**config.mk**
```make
export PLATFORM = sky130hd
export DESIGN_NAME = link_send_rate_backoff
export DESIGN_NICKNAME = d
export VERILOG_FILES = /design/src/hdl/lsrb_pkg.sv /design/src/hdl/link_send_rate_backoff.sv /design/src/hdl/lsrb_cfg.sv /design/src/hdl/lsrb_div.sv
export VERILOG_INCLUDE_DIRS = /design/src /design/src/hdl
export SDC_FILE = /design/constraint.sdc
export NUM_CORES = 1
export LEC_CHECK = 0
export BUFFER_PORTS_ARGS = -buffer_cell sky130_fd_sc_hd__buf_2
export CAP_MARGIN = 10
export CELL_PAD_IN_SITES_DETAIL_PLACEMENT = 2
export CELL_PAD_IN_SITES_GLOBAL_PLACEMENT = 2
export CORE_AREA = 8 8 269 271
export CTS_CLUSTER_SIZE = 12
export DETAILED_ROUTE_END_ITERATION = 16
export DIE_AREA = 0 0 277 279
export PLACE_DENSITY_LB_ADDON = 0.3
export SLEW_MARGIN = 20
export SYNTH_ARGS = -nofsm -noshare
export SYNTH_HDL_FRONTEND = slang
export SYNTH_SLANG_ARGS = --single-unit
```
**constraint.sdc**
```tcl
create_clock -name aclk -period 10.91 [get_ports aclk]
set_input_delay 0.5455 -clock aclk [delete_from_list [all_inputs] [get_ports aclk]]
set_output_delay 0.5455 -clock aclk [all_outputs]
set_load 0.02 [all_outputs]
```
**src/hdl/assert_macros.svh**
```systemverilog
// Assertion helpers shared by the RTL. They compile to nothing under synthesis.
`ifndef ASSERT_MACROS_SVH
`define ASSERT_MACROS_SVH

`ifndef SYNTHESIS

// Same-cycle implication, disabled while reset is held.
`define ASSERT_IMPL(label, clk, rstn, ante, cons) \
    label: assert property (@(posedge clk) disable iff (!(rstn)) (ante) |-> (cons)) \
        else $error("same-cycle assertion failed");

// Next-cycle implication, disabled while reset is held.
`define ASSERT_NEXT(label, clk, rstn, ante, cons) \
    label: assert property (@(posedge clk) disable iff (!(rstn)) (ante) |=> (cons)) \
        else $error("next-cycle assertion failed");

`else

`define ASSERT_IMPL(label, clk, rstn, ante, cons)
`define ASSERT_NEXT(label, clk, rstn, ante, cons)

`endif

`endif

```
**src/hdl/lsrb_pkg.sv**
```systemverilog
`default_nettype none

package lsrb_pkg;

    localparam int INTERVAL_W = 10;
    localparam int SKIP_W     = 8;
    localparam int TIME_W     = 32;
    localparam int CNT_W      = 16;
    localparam int HZ_W       = 8;
    localparam int RATE_W     = 8;
    localparam int CFG_DATA_W = 16;
    localparam int CFG_IDX_W  = 3;

    // Divider: dividend holds up to 65535 * 1000, divisor a full time difference.
    localparam int DIV_W     = 26;
    localparam int DEN_W     = 32;
    localparam int DIV_CNT_W = $clog2(DIV_W + 1);

    localparam int MS_PER_S = 1000;
    localparam int RATE_MIN = 10;
    localparam int RATE_MAX = 200;
    localparam int HZ_SAT   = 255;

    localparam logic [INTERVAL_W-1:0] DEFAULT_INTERVAL_RST = INTERVAL_W'(10);
    localparam logic [INTERVAL_W-1:0] MIN_INTERVAL_RST     = INTERVAL_W'(5);
    localparam logic [INTERVAL_W-1:0] MAX_INTERVAL_RST     = INTERVAL_W'(100);
    localparam logic [INTERVAL_W-1:0] BACKOFF_STEP_RST     = INTERVAL_W'(5);
    localparam logic [INTERVAL_W-1:0] CEILING_RST          = INTERVAL_W'(50);
    localparam logic [SKIP_W-1:0]     SKIPS_RST            = SKIP_W'(8);
    localparam logic [CNT_W-1:0]      RECOVER_RST          = CNT_W'(2000);
    localparam logic [CNT_W-1:0]      STAT_INTERVAL_RST    = CNT_W'(1000);

    typedef enum logic [CFG_IDX_W-1:0] {
        REG_DEFAULT_INTERVAL = 3'd0,
        REG_MIN_INTERVAL     = 3'd1,
        REG_MAX_INTERVAL     = 3'd2,
        REG_BACKOFF_STEP     = 3'd3,
        REG_CEILING          = 3'd4,
        REG_SKIPS            = 3'd5,
        REG_RECOVER          = 3'd6,
        REG_STAT_INTERVAL    = 3'd7
    } cfg_index_t;

    typedef struct packed {
        logic [INTERVAL_W-1:0] min_interval;
        logic [INTERVAL_W-1:0] max_interval;
        logic [INTERVAL_W-1:0] backoff_step;
        logic [INTERVAL_W-1:0] ceiling;
        logic [SKIP_W-1:0]     skips;
        logic [CNT_W-1:0]      recover;
        logic [CNT_W-1:0]      stat_interval;
    } cfg_t;

    typedef struct packed {
        logic busy;
        logic done;
    } div_stat_t;

endpackage

`default_nettype wire

```
**src/hdl/link_send_rate_backoff.sv**
```systemverilog
// A frame attempt without a divide steps through FRAME and REPORT to FINISH;
// a frame attempt that reports after a nonzero elapsed time, and a set-rate command,
// also wait for the shared divider. Items are handled one at a time: a new item is
// accepted the cycle after the result is loaded into the output register; a result
// still waiting there stalls the next one.
// Reset: aresetn is synchronous, active low; all counters clear, both intervals load 10 ms.
`default_nettype none

`include "assert_macros.svh"

module link_send_rate_backoff (
    input  wire logic                              aclk,
    input  wire logic                              aresetn,
    // Input item channel.
    input  wire logic                              s_valid,
    output logic                                   s_ready,
    input  wire logic                              s_op,
    input  wire logic [lsrb_pkg::TIME_W-1:0]       s_now_ms,
    input  wire logic                              s_link_ready,
    input  wire logic [lsrb_pkg::RATE_W-1:0]       s_rate_hz,
    // Result item channel.
    output logic                                   m_valid,
    input  wire logic                              m_ready,
    output logic                                   m_sent,
    output logic      [lsrb_pkg::CNT_W-1:0]        m_seq,
    output logic                                   m_stat_valid,
    output logic      [lsrb_pkg::HZ_W-1:0]         m_tx_hz,
    output logic      [lsrb_pkg::CNT_W-1:0]        m_dropped_count,
    output logic      [lsrb_pkg::INTERVAL_W-1:0]   m_interval_ms,
    // Configuration write port.
    input  wire logic                              cfg_we,
    input  wire logic [lsrb_pkg::CFG_IDX_W-1:0]    cfg_index,
    input  wire logic [lsrb_pkg::CFG_DATA_W-1:0]   cfg_wdata
);

    // The sequencer walks each item through a few short steps. A frame attempt
    // first updates the drop, skip and interval state, then checks whether a
    // statistics report is due. A report with a nonzero elapsed time runs the
    // divider for the sent rate; a set-rate command uses the same divider for
    // 1000 / rate. Every path ends in FINISH, which loads the output register.
    typedef enum logic [2:0] {
        ST_IDLE,
        ST_FRAME,
        ST_REPORT,
        ST_RPT_DIV,
        ST_RATE,
        ST_RATE_DIV,
        ST_FINISH
    } state_t;

    lsrb_pkg::cfg_t      cfg;
    lsrb_pkg::div_stat_t div_stat;
    logic [lsrb_pkg::DIV_W-1:0] div_quo;
    logic                       div_start;
    logic [lsrb_pkg::DIV_W-1:0] div_dividend;
    logic [lsrb_pkg::DEN_W-1:0] div_divisor;

    state_t state_reg, state_next;

    // Captured input item.
    logic [lsrb_pkg::TIME_W-1:0] now_reg, now_next;
    logic                        link_reg, link_next;
    logic [lsrb_pkg::RATE_W-1:0] rate_reg, rate_next;

    // Block state.
    logic [lsrb_pkg::INTERVAL_W-1:0] base_reg, base_next;
    logic [lsrb_pkg::INTERVAL_W-1:0] cur_reg, cur_next;
    logic [lsrb_pkg::SKIP_W-1:0]     skip_reg, skip_next;
    logic [lsrb_pkg::TIME_W-1:0]     clean_reg, clean_next;
    logic [lsrb_pkg::CNT_W-1:0]      since_reg, since_next;
    logic [lsrb_pkg::HZ_W-1:0]       hz_reg, hz_next;
    logic [lsrb_pkg::TIME_W-1:0]     rpt_time_reg, rpt_time_next;
    logic [lsrb_pkg::CNT_W-1:0]      drop_reg, drop_next;
    logic [lsrb_pkg::CNT_W-1:0]      next_seq_reg, next_seq_next;
    logic                            armed_reg, armed_next;

    // Per-item result flags.
    logic                       res_sent_reg, res_sent_next;
    logic [lsrb_pkg::CNT_W-1:0] res_seq_reg, res_seq_next;
    logic                       res_stat_reg, res_stat_next;

    // Output register.
    logic                            m_valid_reg, m_valid_next;
    logic                            m_sent_reg, m_sent_next;
    logic [lsrb_pkg::CNT_W-1:0]      m_seq_reg, m_seq_next;
    logic                            m_stat_reg, m_stat_next;
    logic [lsrb_pkg::HZ_W-1:0]       m_hz_reg, m_hz_next;
    logic [lsrb_pkg::CNT_W-1:0]      m_drop_reg, m_drop_next;
    logic [lsrb_pkg::INTERVAL_W-1:0] m_int_reg, m_int_next;

    // Scratch values for the sequencer.
    logic [lsrb_pkg::SKIP_W-1:0]     skip_inc;
    logic [lsrb_pkg::INTERVAL_W:0]   backed_off;
    logic [lsrb_pkg::INTERVAL_W:0]   base_plus_step;
    logic [lsrb_pkg::TIME_W-1:0]     clean_elapsed;
    logic [lsrb_pkg::TIME_W-1:0]     rpt_elapsed;
    logic [lsrb_pkg::RATE_W-1:0]     rate_clamped;
    logic [lsrb_pkg::DIV_W-1:0]      ms_lo;
    logic [lsrb_pkg::DIV_W-1:0]      ms_hi;

    lsrb_cfg u_cfg (
        .aclk      (aclk),
        .aresetn   (aresetn),
        .cfg_we    (cfg_we),
        .cfg_index (cfg_index),
        .cfg_wdata (cfg_wdata),
        .cfg       (cfg)
    );

    lsrb_div u_div (
        .aclk     (aclk),
        .aresetn  (aresetn),
        .start    (div_start),
        .dividend (div_dividend),
        .divisor  (div_divisor),
        .stat     (div_stat),
        .quotient (div_quo)
    );

    always_comb begin
        state_next    = state_reg;
        now_next      = now_reg;
        link_next     = link_reg;
        rate_next     = rate_reg;
        base_next     = base_reg;
        cur_next      = cur_reg;
        skip_next     = skip_reg;
        clean_next    = clean_reg;
        since_next    = since_reg;
        hz_next       = hz_reg;
        rpt_time_next = rpt_time_reg;
        drop_next     = drop_reg;
        next_seq_next = next_seq_reg;
        armed_next    = armed_reg;
        res_sent_next = res_sent_reg;
        res_seq_next  = res_seq_reg;
        res_stat_next = res_stat_reg;
        m_sent_next   = m_sent_reg;
        m_seq_next    = m_seq_reg;
        m_stat_next   = m_stat_reg;
        m_hz_next     = m_hz_reg;
        m_drop_next   = m_drop_reg;
        m_int_next    = m_int_reg;
        // The consumer may take the waiting result at any time.
        m_valid_next  = m_valid_reg && !m_ready;

        skip_inc       = (skip_reg == lsrb_pkg::SKIP_W'(lsrb_pkg::HZ_SAT)) ?
                         skip_reg : skip_reg + 1'b1;
        backed_off     = {1'b0, cur_reg} + {1'b0, cfg.backoff_step};
        base_plus_step = {1'b0, base_reg} + {1'b0, cfg.backoff_step};
        clean_elapsed  = now_reg - clean_reg;
        rpt_elapsed    = now_reg - rpt_time_reg;

        div_start    = 1'b0;
        div_dividend = lsrb_pkg::DIV_W'(since_reg) * lsrb_pkg::DIV_W'(lsrb_pkg::MS_PER_S);
        div_divisor  = rpt_elapsed;

        // The requested rate is held to 10..200 Hz before dividing.
        if (rate_reg < lsrb_pkg::RATE_W'(lsrb_pkg::RATE_MIN)) begin
            rate_clamped = lsrb_pkg::RATE_W'(lsrb_pkg::RATE_MIN);
        end else if (rate_reg > lsrb_pkg::RATE_W'(lsrb_pkg::RATE_MAX)) begin
            rate_clamped = lsrb_pkg::RATE_W'(lsrb_pkg::RATE_MAX);
        end else begin
            rate_clamped = rate_reg;
        end

        // The min limit applies first, so the max limit wins when they cross.
        ms_lo = (div_quo < lsrb_pkg::DIV_W'(cfg.min_interval)) ?
                lsrb_pkg::DIV_W'(cfg.min_interval) : div_quo;
        ms_hi = (ms_lo > lsrb_pkg::DIV_W'(cfg.max_interval)) ?
                lsrb_pkg::DIV_W'(cfg.max_interval) : ms_lo;

        case (state_reg)
            ST_IDLE: begin
                if (s_valid) begin
                    now_next      = s_now_ms;
                    link_next     = s_link_ready;
                    rate_next     = s_rate_hz;
                    res_sent_next = 1'b0;
                    res_seq_next  = '0;
                    res_stat_next = 1'b0;
                    state_next    = s_op ? ST_RATE : ST_FRAME;
                end
            end

            ST_FRAME: begin
                // The first frame attempt starts the report window.
                if (!armed_reg) begin
                    armed_next    = 1'b1;
                    rpt_time_next = now_reg;
                end
                if (!link_reg) begin
                    drop_next = drop_reg + 1'b1;
                    if (skip_inc >= cfg.skips && cur_reg < cfg.ceiling) begin
                        // Persistent congestion: back off one step, capped by the ceiling.
                        cur_next   = (backed_off > {1'b0, cfg.ceiling}) ?
                                     cfg.ceiling : backed_off[lsrb_pkg::INTERVAL_W-1:0];
                        skip_next  = '0;
                        clean_next = now_reg;
                    end else begin
                        skip_next = skip_inc;
                    end
                end else begin
                    res_sent_next = 1'b1;
                    res_seq_next  = next_seq_reg;
                    next_seq_next = next_seq_reg + 1'b1;
                    since_next    = since_reg + 1'b1;
                    if (skip_reg != '0) begin
                        skip_next = skip_reg - 1'b1;
                    end
                    if (cur_reg > base_reg &&
                        clean_elapsed >= lsrb_pkg::TIME_W'(cfg.recover)) begin
                        // A clean stretch steps the interval down, never below base.
                        if ({1'b0, cur_reg} > base_plus_step) begin
                            cur_next = cur_reg - cfg.backoff_step;
                        end else begin
                            cur_next = base_reg;
                        end
                        clean_next = now_reg;
                    end else if (cur_reg <= base_reg) begin
                        clean_next = now_reg;
                    end
                end
                state_next = ST_REPORT;
            end

            ST_REPORT: begin
                if (rpt_elapsed >= lsrb_pkg::TIME_W'(cfg.stat_interval)) begin
                    res_stat_next = 1'b1;
                    since_next    = '0;
                    rpt_time_next = now_reg;
                    // With no time gone by the last rate stands.
                    if (rpt_elapsed != '0) begin
                        div_start  = 1'b1;
                        state_next = ST_RPT_DIV;
                    end else begin
                        state_next = ST_FINISH;
                    end
                end else begin
                    state_next = ST_FINISH;
                end
            end

            ST_RPT_DIV: begin
                if (div_stat.done) begin
                    hz_next    = (div_quo > lsrb_pkg::DIV_W'(lsrb_pkg::HZ_SAT)) ?
                                 lsrb_pkg::HZ_W'(lsrb_pkg::HZ_SAT) :
                                 div_quo[lsrb_pkg::HZ_W-1:0];
                    state_next = ST_FINISH;
                end
            end

            ST_RATE: begin
                div_start    = 1'b1;
                div_dividend = lsrb_pkg::DIV_W'(lsrb_pkg::MS_PER_S);
                div_divisor  = lsrb_pkg::DEN_W'(rate_clamped);
                skip_next    = '0;
                state_next   = ST_RATE_DIV;
            end

            ST_RATE_DIV: begin
                if (div_stat.done) begin
                    base_next  = ms_hi[lsrb_pkg::INTERVAL_W-1:0];
                    cur_next   = ms_hi[lsrb_pkg::INTERVAL_W-1:0];
                    state_next = ST_FINISH;
                end
            end

            ST_FINISH: begin
                if (!m_valid_reg || m_ready) begin
                    m_valid_next = 1'b1;
                    m_sent_next  = res_sent_reg;
                    m_seq_next   = res_seq_reg;
                    m_stat_next  = res_stat_reg;
                    m_hz_next    = hz_reg;
                    m_drop_next  = drop_reg;
                    m_int_next   = cur_reg;
                    state_next   = ST_IDLE;
                end
            end

            default: state_next = ST_IDLE;
        endcase
    end

    always_ff @(posedge aclk) begin
        if (!aresetn) begin
            state_reg    <= ST_IDLE;
            base_reg     <= lsrb_pkg::DEFAULT_INTERVAL_RST;
            cur_reg      <= lsrb_pkg::DEFAULT_INTERVAL_RST;
            skip_reg     <= '0;
            clean_reg    <= '0;
            since_reg    <= '0;
            hz_reg       <= '0;
            rpt_time_reg <= '0;
            drop_reg     <= '0;
            next_seq_reg <= '0;
            armed_reg    <= 1'b0;
            m_valid_reg  <= 1'b0;
        end else begin
            state_reg    <= state_next;
            base_reg     <= base_next;
            cur_reg      <= cur_next;
            skip_reg     <= skip_next;
            clean_reg    <= clean_next;
            since_reg    <= since_next;
            hz_reg       <= hz_next;
            rpt_time_reg <= rpt_time_next;
            drop_reg     <= drop_next;
            next_seq_reg <= next_seq_next;
            armed_reg    <= armed_next;
            m_valid_reg  <= m_valid_next;
        end
        now_reg      <= now_next;
        link_reg     <= link_next;
        rate_reg     <= rate_next;
        res_sent_reg <= res_sent_next;
        res_seq_reg  <= res_seq_next;
        res_stat_reg <= res_stat_next;
        m_sent_reg   <= m_sent_next;
        m_seq_reg    <= m_seq_next;
        m_stat_reg   <= m_stat_next;
        m_hz_reg     <= m_hz_next;
        m_drop_reg   <= m_drop_next;
        m_int_reg    <= m_int_next;
    end

    assign s_ready         = (state_reg == ST_IDLE);
    assign m_valid         = m_valid_reg;
    assign m_sent          = m_sent_reg;
    assign m_seq           = m_seq_reg;
    assign m_stat_valid    = m_stat_reg;
    assign m_tx_hz         = m_hz_reg;
    assign m_dropped_count = m_drop_reg;
    assign m_interval_ms   = m_int_reg;

    // The divider is idle whenever a new item can be taken.
    `ASSERT_IMPL(a_ready_div_idle, aclk, aresetn, s_ready, !div_stat.busy)
    // An accepted item keeps the block busy for at least the next cycle.
    `ASSERT_NEXT(a_busy_after_accept, aclk, aresetn, s_valid && s_ready, !s_ready)
    // A result without a sent frame carries sequence number zero.
    `ASSERT_IMPL(a_unsent_seq_zero, aclk, aresetn, m_valid && !m_sent, m_seq == '0)

endmodule

`default_nettype wire

```
**src/hdl/lsrb_cfg.sv**
```systemverilog
`default_nettype none

// Configuration register file. The default interval only matters at reset,
// where the block uses its reset value, so a write to it is not stored.
module lsrb_cfg (
    input  wire logic                            aclk,
    input  wire logic                            aresetn,
    input  wire logic                            cfg_we,
    input  wire logic [lsrb_pkg::CFG_IDX_W-1:0]  cfg_index,
    input  wire logic [lsrb_pkg::CFG_DATA_W-1:0] cfg_wdata,
    output lsrb_pkg::cfg_t                       cfg
);

    lsrb_pkg::cfg_t cfg_reg;
    lsrb_pkg::cfg_t cfg_next;

    always_comb begin
        cfg_next = cfg_reg;
        if (cfg_we) begin
            case (lsrb_pkg::cfg_index_t'(cfg_index))
                lsrb_pkg::REG_DEFAULT_INTERVAL: cfg_next = cfg_reg;
                lsrb_pkg::REG_MIN_INTERVAL:
                    cfg_next.min_interval = cfg_wdata[lsrb_pkg::INTERVAL_W-1:0];
                lsrb_pkg::REG_MAX_INTERVAL:
                    cfg_next.max_interval = cfg_wdata[lsrb_pkg::INTERVAL_W-1:0];
                lsrb_pkg::REG_BACKOFF_STEP:
                    cfg_next.backoff_step = cfg_wdata[lsrb_pkg::INTERVAL_W-1:0];
                lsrb_pkg::REG_CEILING:
                    cfg_next.ceiling = cfg_wdata[lsrb_pkg::INTERVAL_W-1:0];
                lsrb_pkg::REG_SKIPS:
                    cfg_next.skips = cfg_wdata[lsrb_pkg::SKIP_W-1:0];
                lsrb_pkg::REG_RECOVER:
                    cfg_next.recover = cfg_wdata[lsrb_pkg::CNT_W-1:0];
                lsrb_pkg::REG_STAT_INTERVAL:
                    cfg_next.stat_interval = cfg_wdata[lsrb_pkg::CNT_W-1:0];
                default: cfg_next = cfg_reg;
            endcase
        end
    end

    always_ff @(posedge aclk) begin
        if (!aresetn) begin
            cfg_reg.min_interval  <= lsrb_pkg::MIN_INTERVAL_RST;
            cfg_reg.max_interval  <= lsrb_pkg::MAX_INTERVAL_RST;
            cfg_reg.backoff_step  <= lsrb_pkg::BACKOFF_STEP_RST;
            cfg_reg.ceiling       <= lsrb_pkg::CEILING_RST;
            cfg_reg.skips         <= lsrb_pkg::SKIPS_RST;
            cfg_reg.recover       <= lsrb_pkg::RECOVER_RST;
            cfg_reg.stat_interval <= lsrb_pkg::STAT_INTERVAL_RST;
        end else begin
            cfg_reg <= cfg_next;
        end
    end

    assign cfg = cfg_reg;

endmodule

`default_nettype wire

```
**src/hdl/lsrb_div.sv**
```systemverilog
`default_nettype none

// Restoring divider, one quotient bit per cycle. The quotient holds after done.
module lsrb_div (
    input  wire logic                       aclk,
    input  wire logic                       aresetn,
    input  wire logic                       start,
    input  wire logic [lsrb_pkg::DIV_W-1:0] dividend,
    input  wire logic [lsrb_pkg::DEN_W-1:0] divisor,
    output lsrb_pkg::div_stat_t             stat,
    output logic      [lsrb_pkg::DIV_W-1:0] quotient
);

    logic [lsrb_pkg::DEN_W-1:0]     rem_reg, rem_next;
    logic [lsrb_pkg::DIV_W-1:0]     quo_reg, quo_next;
    logic [lsrb_pkg::DEN_W-1:0]     den_reg, den_next;
    logic [lsrb_pkg::DIV_CNT_W-1:0] cnt_reg, cnt_next;
    logic                           done_reg, done_next;
    logic [lsrb_pkg::DEN_W:0]       shifted;
    logic [lsrb_pkg::DEN_W:0]       trial;

    always_comb begin
        shifted   = {rem_reg, quo_reg[lsrb_pkg::DIV_W-1]};
        trial     = shifted - {1'b0, den_reg};
        rem_next  = rem_reg;
        quo_next  = quo_reg;
        den_next  = den_reg;
        cnt_next  = cnt_reg;
        done_next = 1'b0;
        if (start) begin
            rem_next = '0;
            quo_next = dividend;
            den_next = divisor;
            cnt_next = lsrb_pkg::DIV_CNT_W'(lsrb_pkg::DIV_W);
        end else if (cnt_reg != '0) begin
            if (!trial[lsrb_pkg::DEN_W]) begin
                rem_next = trial[lsrb_pkg::DEN_W-1:0];
                quo_next = {quo_reg[lsrb_pkg::DIV_W-2:0], 1'b1};
            end else begin
                rem_next = shifted[lsrb_pkg::DEN_W-1:0];
                quo_next = {quo_reg[lsrb_pkg::DIV_W-2:0], 1'b0};
            end
            cnt_next  = cnt_reg - 1'b1;
            done_next = (cnt_reg == lsrb_pkg::DIV_CNT_W'(1));
        end
    end

    always_ff @(posedge aclk) begin
        if (!aresetn) begin
            cnt_reg  <= '0;
            done_reg <= 1'b0;
        end else begin
            cnt_reg  <= cnt_next;
            done_reg <= done_next;
        end
        rem_reg <= rem_next;
        quo_reg <= quo_next;
        den_reg <= den_next;
    end

    assign stat.busy = (cnt_reg != '0);
    assign stat.done = done_reg;
    assign quotient  = quo_reg;

endmodule

`default_nettype wire
```
==> flow_metrics.env, run 1 <==
export IMPL_fill_cells=7349
export IMPL_cpPeakStageDelay_ps=690
export IMPL_fp_row_count=96
export IMPL_grt_pass1_wl_um=163000
export IMPL_finalCriticalPeriod_ps=6240
export IMPL_final_area_um2=32300
export IMPL_drive_above_1_share=0.0869
export IMPL_period_share=0.572
export IMPL_wl_per_cell_um=24.7
export IMPL_drv_cap=0
export IMPL_synth_edf_count=169
export IMPL_io_buffers=119
export IMPL_yosys_area_share_xor_xnor=0.0439
export IMPL_hold_viol_final=0
export IMPL_synth_seq_cells=440
export IMPL_synthDistinctLibCells=83
export IMPL_io_pins=120
export IMPL_critPathLaunchType="flip-flop"
export IMPL_cts_path_max_buffers=3
export IMPL_grt_max_degree=86
export IMPL_slew_viol_final=0
export IMPL_synthSimpleGateAreaFrac=0.161
export IMPL_postCtsHoldBufs=0
export IMPL_cp_startpoint="now_reg[0]"
export IMPL_setup_viol_count_final=0
export IMPL_fin_ws_ps=4670
export IMPL_ctsResizeCount=0
export IMPL_synthCells=3230
export IMPL_grt_pass1_vias=28000
export IMPL_hp_class="input pin to flip-flop"
export IMPL_power_density_nw_per_um2=284
export IMPL_route_detailed_drc=0
export IMPL_worst_path_buf_inv=5
export IMPL_antenna_left=0
export IMPL_die_h_um=279
export IMPL_yosysWarnings=0
export IMPL_instances_no_fill=4241
export IMPL_place_hpwl_um=79400
export IMPL_cts_reportedPaths_clkPinSlew_ps=60
export IMPL_tightest_slew_ps=1080
export IMPL_synth_fa_ha_area_frac=0.163
export IMPL_whs_ps=95.8
export IMPL_die_x_um=277
export IMPL_drt_wl_total_um=105000
export IMPL_via_count=24900
export IMPL_yosysSeqAreaShare=0.363
export IMPL_clk_latency_ps=630
export IMPL_cts_sinks=440
export IMPL_drtIter0Drc=1299
export IMPL_overflow=0
export IMPL_cp_top_family="compound AO/OA/AOI/OAI gates"
export IMPL_worstSetupPathType="flip-flop to flip-flop"
export IMPL_crit_fanout=67
export IMPL_antenna_found_initial=0
export IMPL_place_ws_ps=4680
export IMPL_largest_reg_flops=80
export IMPL_syn_to_final_growth_pct=11.4
export IMPL_rr_worst_depth=21
export IMPL_place_congestion=0.900
export IMPL_cts_tree="yes"
export IMPL_grt_use_total=0.264
export IMPL_async_flop_share=0
export IMPL_required_ps=11150
export IMPL_status="finished, final reports clean"
export IMPL_synth_ff_type="dfxtp_1"
export IMPL_dr_pass1_iters=5
export IMPL_dieArea_um2=77300
export IMPL_htree_levels=2
export IMPL_crit_path_cell_trace="inv_1 > ha_1 > inv_1 > fa_1 > a211oi_2 > o211ai_1 > a21oi_4 > or2b_1 > a21oi_1 > o21bai_1 > a21oi_1 > xnor2_1 > ha_1 > o211ai_1 > o21ai_0 > o21ai_0 > a21boi_4 > buf_4 > nor2_4 > inv_2 > buf_4"
export IMPL_dp_cells=4142
export IMPL_synth_mux_area_frac=0.0472
export IMPL_r2r_end="u_div.den_reg[31]"
export IMPL_hold_depth=1
export IMPL_multi_input_area_um2=16900
export IMPL_regToRegSetupSlack_ps=4670
export IMPL_ir_worst_vdd_v=0.000198
export IMPL_hp_start="s_now_ms[3]"
export IMPL_post_cts_buffers=0
export IMPL_total_leakage_power_nw=13.3
export IMPL_cts_root_buf="clkbuf_16"
export IMPL_start_util=0.426
export IMPL_drt_vias_per_instance=5.86
export IMPL_register_area_um2=10500
export IMPL_max_freq_mhz=160
export IMPL_core_um2=68000
export IMPL_synth_nets=3637
export IMPL_fin_nets=3722
export IMPL_synth_compound_area_frac=0.165
export IMPL_fin_skew_ps=21.5
export IMPL_placed_area_um2=30400
export IMPL_reg2reg_from="now_reg[0]"
export IMPL_tns_ps=0
export IMPL_rsz0062_at_grt="false"
export IMPL_min_to="now_reg[3]"
export IMPL_synth_top_cell_area_share=0.187
export IMPL_synth_top_family_by_area="compound AO/OA/AOI/OAI gates"
export IMPL_slowest_stage="o21ai_0"
export IMPL_arrival_ps=6480
export IMPL_synth_top_cells_by_area="dfxtp_1 19%, edfxtp_1 18%, ha_1 12%, nand2_1 5.6%, mux2i_1 4.3%"
export IMPL_cts_inserted_buffers=53
export IMPL_slew_headroom=0.275
export IMPL_synth_largest_area_cell="dfxtp_1"
export IMPL_synthesis_area_um2=29000
export IMPL_antenna_cells=0
export IMPL_avgSynthCellArea_um2=8.96
export IMPL_critPathCaptureType="flip-flop"
[stage by stage]
| stage | power (mW) | util |
|---|---|---|
| floorplan | 5.69 | - |
| global placement | 6.81 | 0.447 |
| detailed placement | 7.15 | 0.447 |
| CTS | 9.18 | 0.475 |
| global route | 9.70 | 0.475 |
| finish | 9.16 | 0.475 |
[report_power, final]
| part | leakage, nW | internal, mW | switching [mW] |
|---|---|---|---|
| Sequential | 3.81 | 2.21 | 0.336 |
| Combinational | 8.57 | 1.77 | 2.95 |
| Clock | 0.897 | 1.12 | 0.766 |
| Total | 13.3 | 5.11 | 4.05 |
[cells in the mapped netlist (21+ instances only)]
library cell,count
dfxtp_1,271
nor3_1,45
nand2b_1,30
a21oi_1,234
o21ai_0,140
clkbuf_1,96
and2_1,47
a31oi_1,23
inv_1,310
xnor2_1,89
o211ai_1,48
o21a_1,31
xor2_1,56
ha_1,281
nand3_1,71
edfxtp_1,169
nand4_1,31
nor2_1,191
or3_1,24
nand2_1,430
mux2i_1,123
nor2b_1,35
fa_1,60
a21o_1,71
o21bai_1,21
a211oi_1,50
[kinds of logic after synthesis]
logic type / Yosys count
simple gates: 998
compound gates: 744
flops: 440
buf+inv: 427
fa+ha+maj: 341
xor+xnor: 145
mux: 135
[worst max path at each step]
stage / slack (ps) / depth (start not counted) / to
floorplan: 5840 / 17 / u_div.quotient[25]
global placement: 4840 / 20 / u_div.quotient[24]
detailed placement: 4680 / 20 / u_div.quotient[23]
CTS: 4530 / 21 / u_div.quotient[9]
global route: 4280 / 23 / u_div.rem_reg[20]
finish: 4670 / 21 / u_div.den_reg[31]
[area by class of cell]
cell class,instances,share of cell area
multi-input combinational,2363,0.523
clock buffer,71,0.0461
timing repair buffer,145,0.0246
tap,882,0.0342
inverter,312,0.0363
clock inverter,28,0.0109
sequential,440,0.325
[placed cells by master, fill, tap and decap left out, types with 88 or more instances in the layout]
master,n
edfxtp_1,169
a21oi_1,234
xnor2_1,88
mux2i_1,123
nand2_1,429
inv_1,310
buf_2,118
o21ai_0,140
ha_1,281
dfxtp_1,271
nor2_1,190
[metal layers]
layer,routed length (um),GRT usage
met5,0,0
met4,3790,0.0968
met3,3420,0.0299
met2,53800,0.488
met1,43900,0.314
Note: power is estimated with default switching activity, not from simulation.
==> run 2, diff against run 1 <==
--- a/config.mk
+++ b/config.mk
@@ -10,10 +10,10 @@
 export CAP_MARGIN = 10
 export CELL_PAD_IN_SITES_DETAIL_PLACEMENT = 2
 export CELL_PAD_IN_SITES_GLOBAL_PLACEMENT = 2
-export CORE_AREA = 8 8 269 271
+export CORE_AREA = 8 8 279 281
 export CTS_CLUSTER_SIZE = 12
 export DETAILED_ROUTE_END_ITERATION = 16
-export DIE_AREA = 0 0 277 279
+export DIE_AREA = 0 0 287 289
 export PLACE_DENSITY_LB_ADDON = 0.3
 export SLEW_MARGIN = 20
 export SYNTH_ARGS = -nofsm -noshare
==> constraint.sdc (replaced) <==
create_clock -name aclk -period 6 [get_ports aclk]
set_input_delay 0.3 -clock aclk [delete_from_list [all_inputs] [get_ports aclk]]
set_output_delay 0.3 -clock aclk [all_outputs]
set_load 0.02 [all_outputs]
==> run 2 against run 1 <==
Compared with the run above: total power rose by 80%; sequential share of layout area decreased by 0.67 points; sequential power rose by 80%.
==> flow_metrics.env, run 2 (synthesized netlist as in run 1, its figures left out) <==
export IMPL_status="finished, final reports clean"
export IMPL_grt_pass1_wl_um=161000
export IMPL_cts_tree="yes"
export IMPL_required_ps=6340
export IMPL_total_leakage_power_nw=13.5
export IMPL_clk_latency_ps=630
export IMPL_power_density_nw_per_um2=500
export IMPL_grt_use_total=0.242
export IMPL_critPathCaptureType="flip-flop"
export IMPL_whs_ps=29.9
export IMPL_drtIter0Drc=1037
export IMPL_hp_class="input pin to flip-flop"
export IMPL_drv_cap=0
export IMPL_die_h_um=289
export IMPL_io_buffers=119
export IMPL_drt_wl_total_um=102000
export IMPL_die_x_um=287
export IMPL_period_share=0.950
export IMPL_htree_levels=2
export IMPL_antenna_found_initial=1
export IMPL_cts_root_buf="clkbuf_16"
export IMPL_dr_pass1_iters=5
export IMPL_hold_viol_final=0
export IMPL_layout_commonest_cell="nand2_1"
export IMPL_fp_row_count=100
export IMPL_slew_headroom=0.298
export IMPL_setup_viol_count_final=0
export IMPL_grt_max_degree=80
export IMPL_route_detailed_drc=0
export IMPL_start_util=0.394
export IMPL_fill_cells=7981
export IMPL_antenna_left=0
export IMPL_drt_vias_per_instance=5.66
export IMPL_regToRegSetupSlack_ps=300
export IMPL_max_freq_mhz=175
export IMPL_crit_fanout=6
export IMPL_place_hpwl_um=77200
export IMPL_fin_nets=3780
export IMPL_core_um2=73600
export IMPL_overflow=0
export IMPL_io_pins=120
export IMPL_via_count=24800
export IMPL_cts_sinks=440
export IMPL_critPathLaunchType="flip-flop"
export IMPL_layout_common_cells="430 x nand2_1, 310 x inv_1, 281 x ha_1"
export IMPL_dieArea_um2=82900
export IMPL_grt_pass1_vias=28200
export IMPL_cts_path_max_buffers=3
export IMPL_tns_ps=0
export IMPL_arrival_ps=6050
export IMPL_cts_reportedPaths_clkPinSlew_ps=60
export IMPL_tightest_slew_ps=1050
export IMPL_dp_cells=4240
export IMPL_slew_viol_final=0
export IMPL_rsz0062_at_grt="false"
export IMPL_finalCriticalPeriod_ps=5700
export IMPL_wl_per_cell_um=23.3
export IMPL_cts_inserted_buffers=52
export IMPL_drive_above_1_share=0.0896
export IMPL_instances_no_fill=4386
export IMPL_fin_skew_ps=33.4
export IMPL_ir_worst_vdd_v=0.000289
export IMPL_syn_to_final_growth_pct=13.8
export IMPL_place_congestion=0.860
export IMPL_largest_reg_flops=80
export IMPL_worstSetupPathType="flip-flop to flip-flop"
==> run 2: cell types whose count changed in the layout (fill, tap and decap cells not counted), moves of 3 or more <==
cell           delta
inv_6             +3
clkbuf_8          +3
buf_4             +7
dlygate4sd3_1    +47
buf_12            +5
bufinv_16         -3
==> run 2: power breakdown <==
| group | switching, mW | internal [mW] |
|---|---|---|
| clock network | 1.37 | 1.92 |
| logic | 5.28 | 3.31 |
| registers | 0.571 | 4.02 |
==> run 2: metal layers <==
layer / wire [um] / part of all wire / track usage
met1: 41900 / 0.41 / 0.282
met2: 53500 / 0.52 / 0.456
met3: 3230 / 0.032 / 0.0258
met4: 3440 / 0.034 / 0.0829
met5: 0 / 0 / 0
==> run 2: worst paths after layout <==
kind / end / cells past startpoint / start
setup / recovery: u_div.quotient[25] / 18 / since_reg[4]
hold / removal: m_valid / 4 / m_ready
setup reg to reg: u_div.quotient[25] / 18 / since_reg[4]
hold reg to reg: m_seq[2] / 0 / res_seq_reg[2]
==> run 2: metrics by stage <==
| stage | utilization | power [mW] | instance area (um2) | worst slack (ps) |
|---|---|---|---|---|
| finish | 0.448 | 16.5 | 32900 | 297 |
| global route | 0.448 | 17.5 | 32900 | 37.3 |
| detailed placement | 0.417 | 13.1 | 30700 | 183 |
| global placement | 0.417 | 12.5 | 30700 | 334 |
| CTS | 0.447 | 16.5 | 32900 | 45.1 |
| floorplan | - | 10.4 | 29000 | 931 |
==> run 2: worst max-delay path, stage by stage, from the launching register on <==
cell      delay, ps
dfxtp_1         450
inv_1           190
fa_1            550
fa_1            450
fa_1            530
fa_1            550
inv_1            50
ha_1            260
nor3_1          280
o21ai_0         140
o311a_1         170
a211o_1         310
o211ai_1        260
a21oi_1         140
or4_1           440
a31o_2          250
a21oi_1         160
xnor2_1         140
mux2i_1          90
==> run 2: layout make-up <==
cell class	instances	area, um2	area share
Sequential cell	440	10500	0.319
Clock buffer	71	1500	0.0454
Inverter	312	1170	0.0356
Tap cell	969	1210	0.0368
Multi-Input combinational cell	2363	16900	0.513
Timing Repair Buffer	204	1420	0.0430
Clock inverter	26	249	0.00756
Antenna cell	1	2.50	0.0000760
==> run 2: timing repair <==
action                                  CTS  global route
endpoints found under the setup margin    0            45
buffers inserted                          0             1
resized for setup                         0            11
hold endpoints to repair                 52             0
hold buffers                             47             0
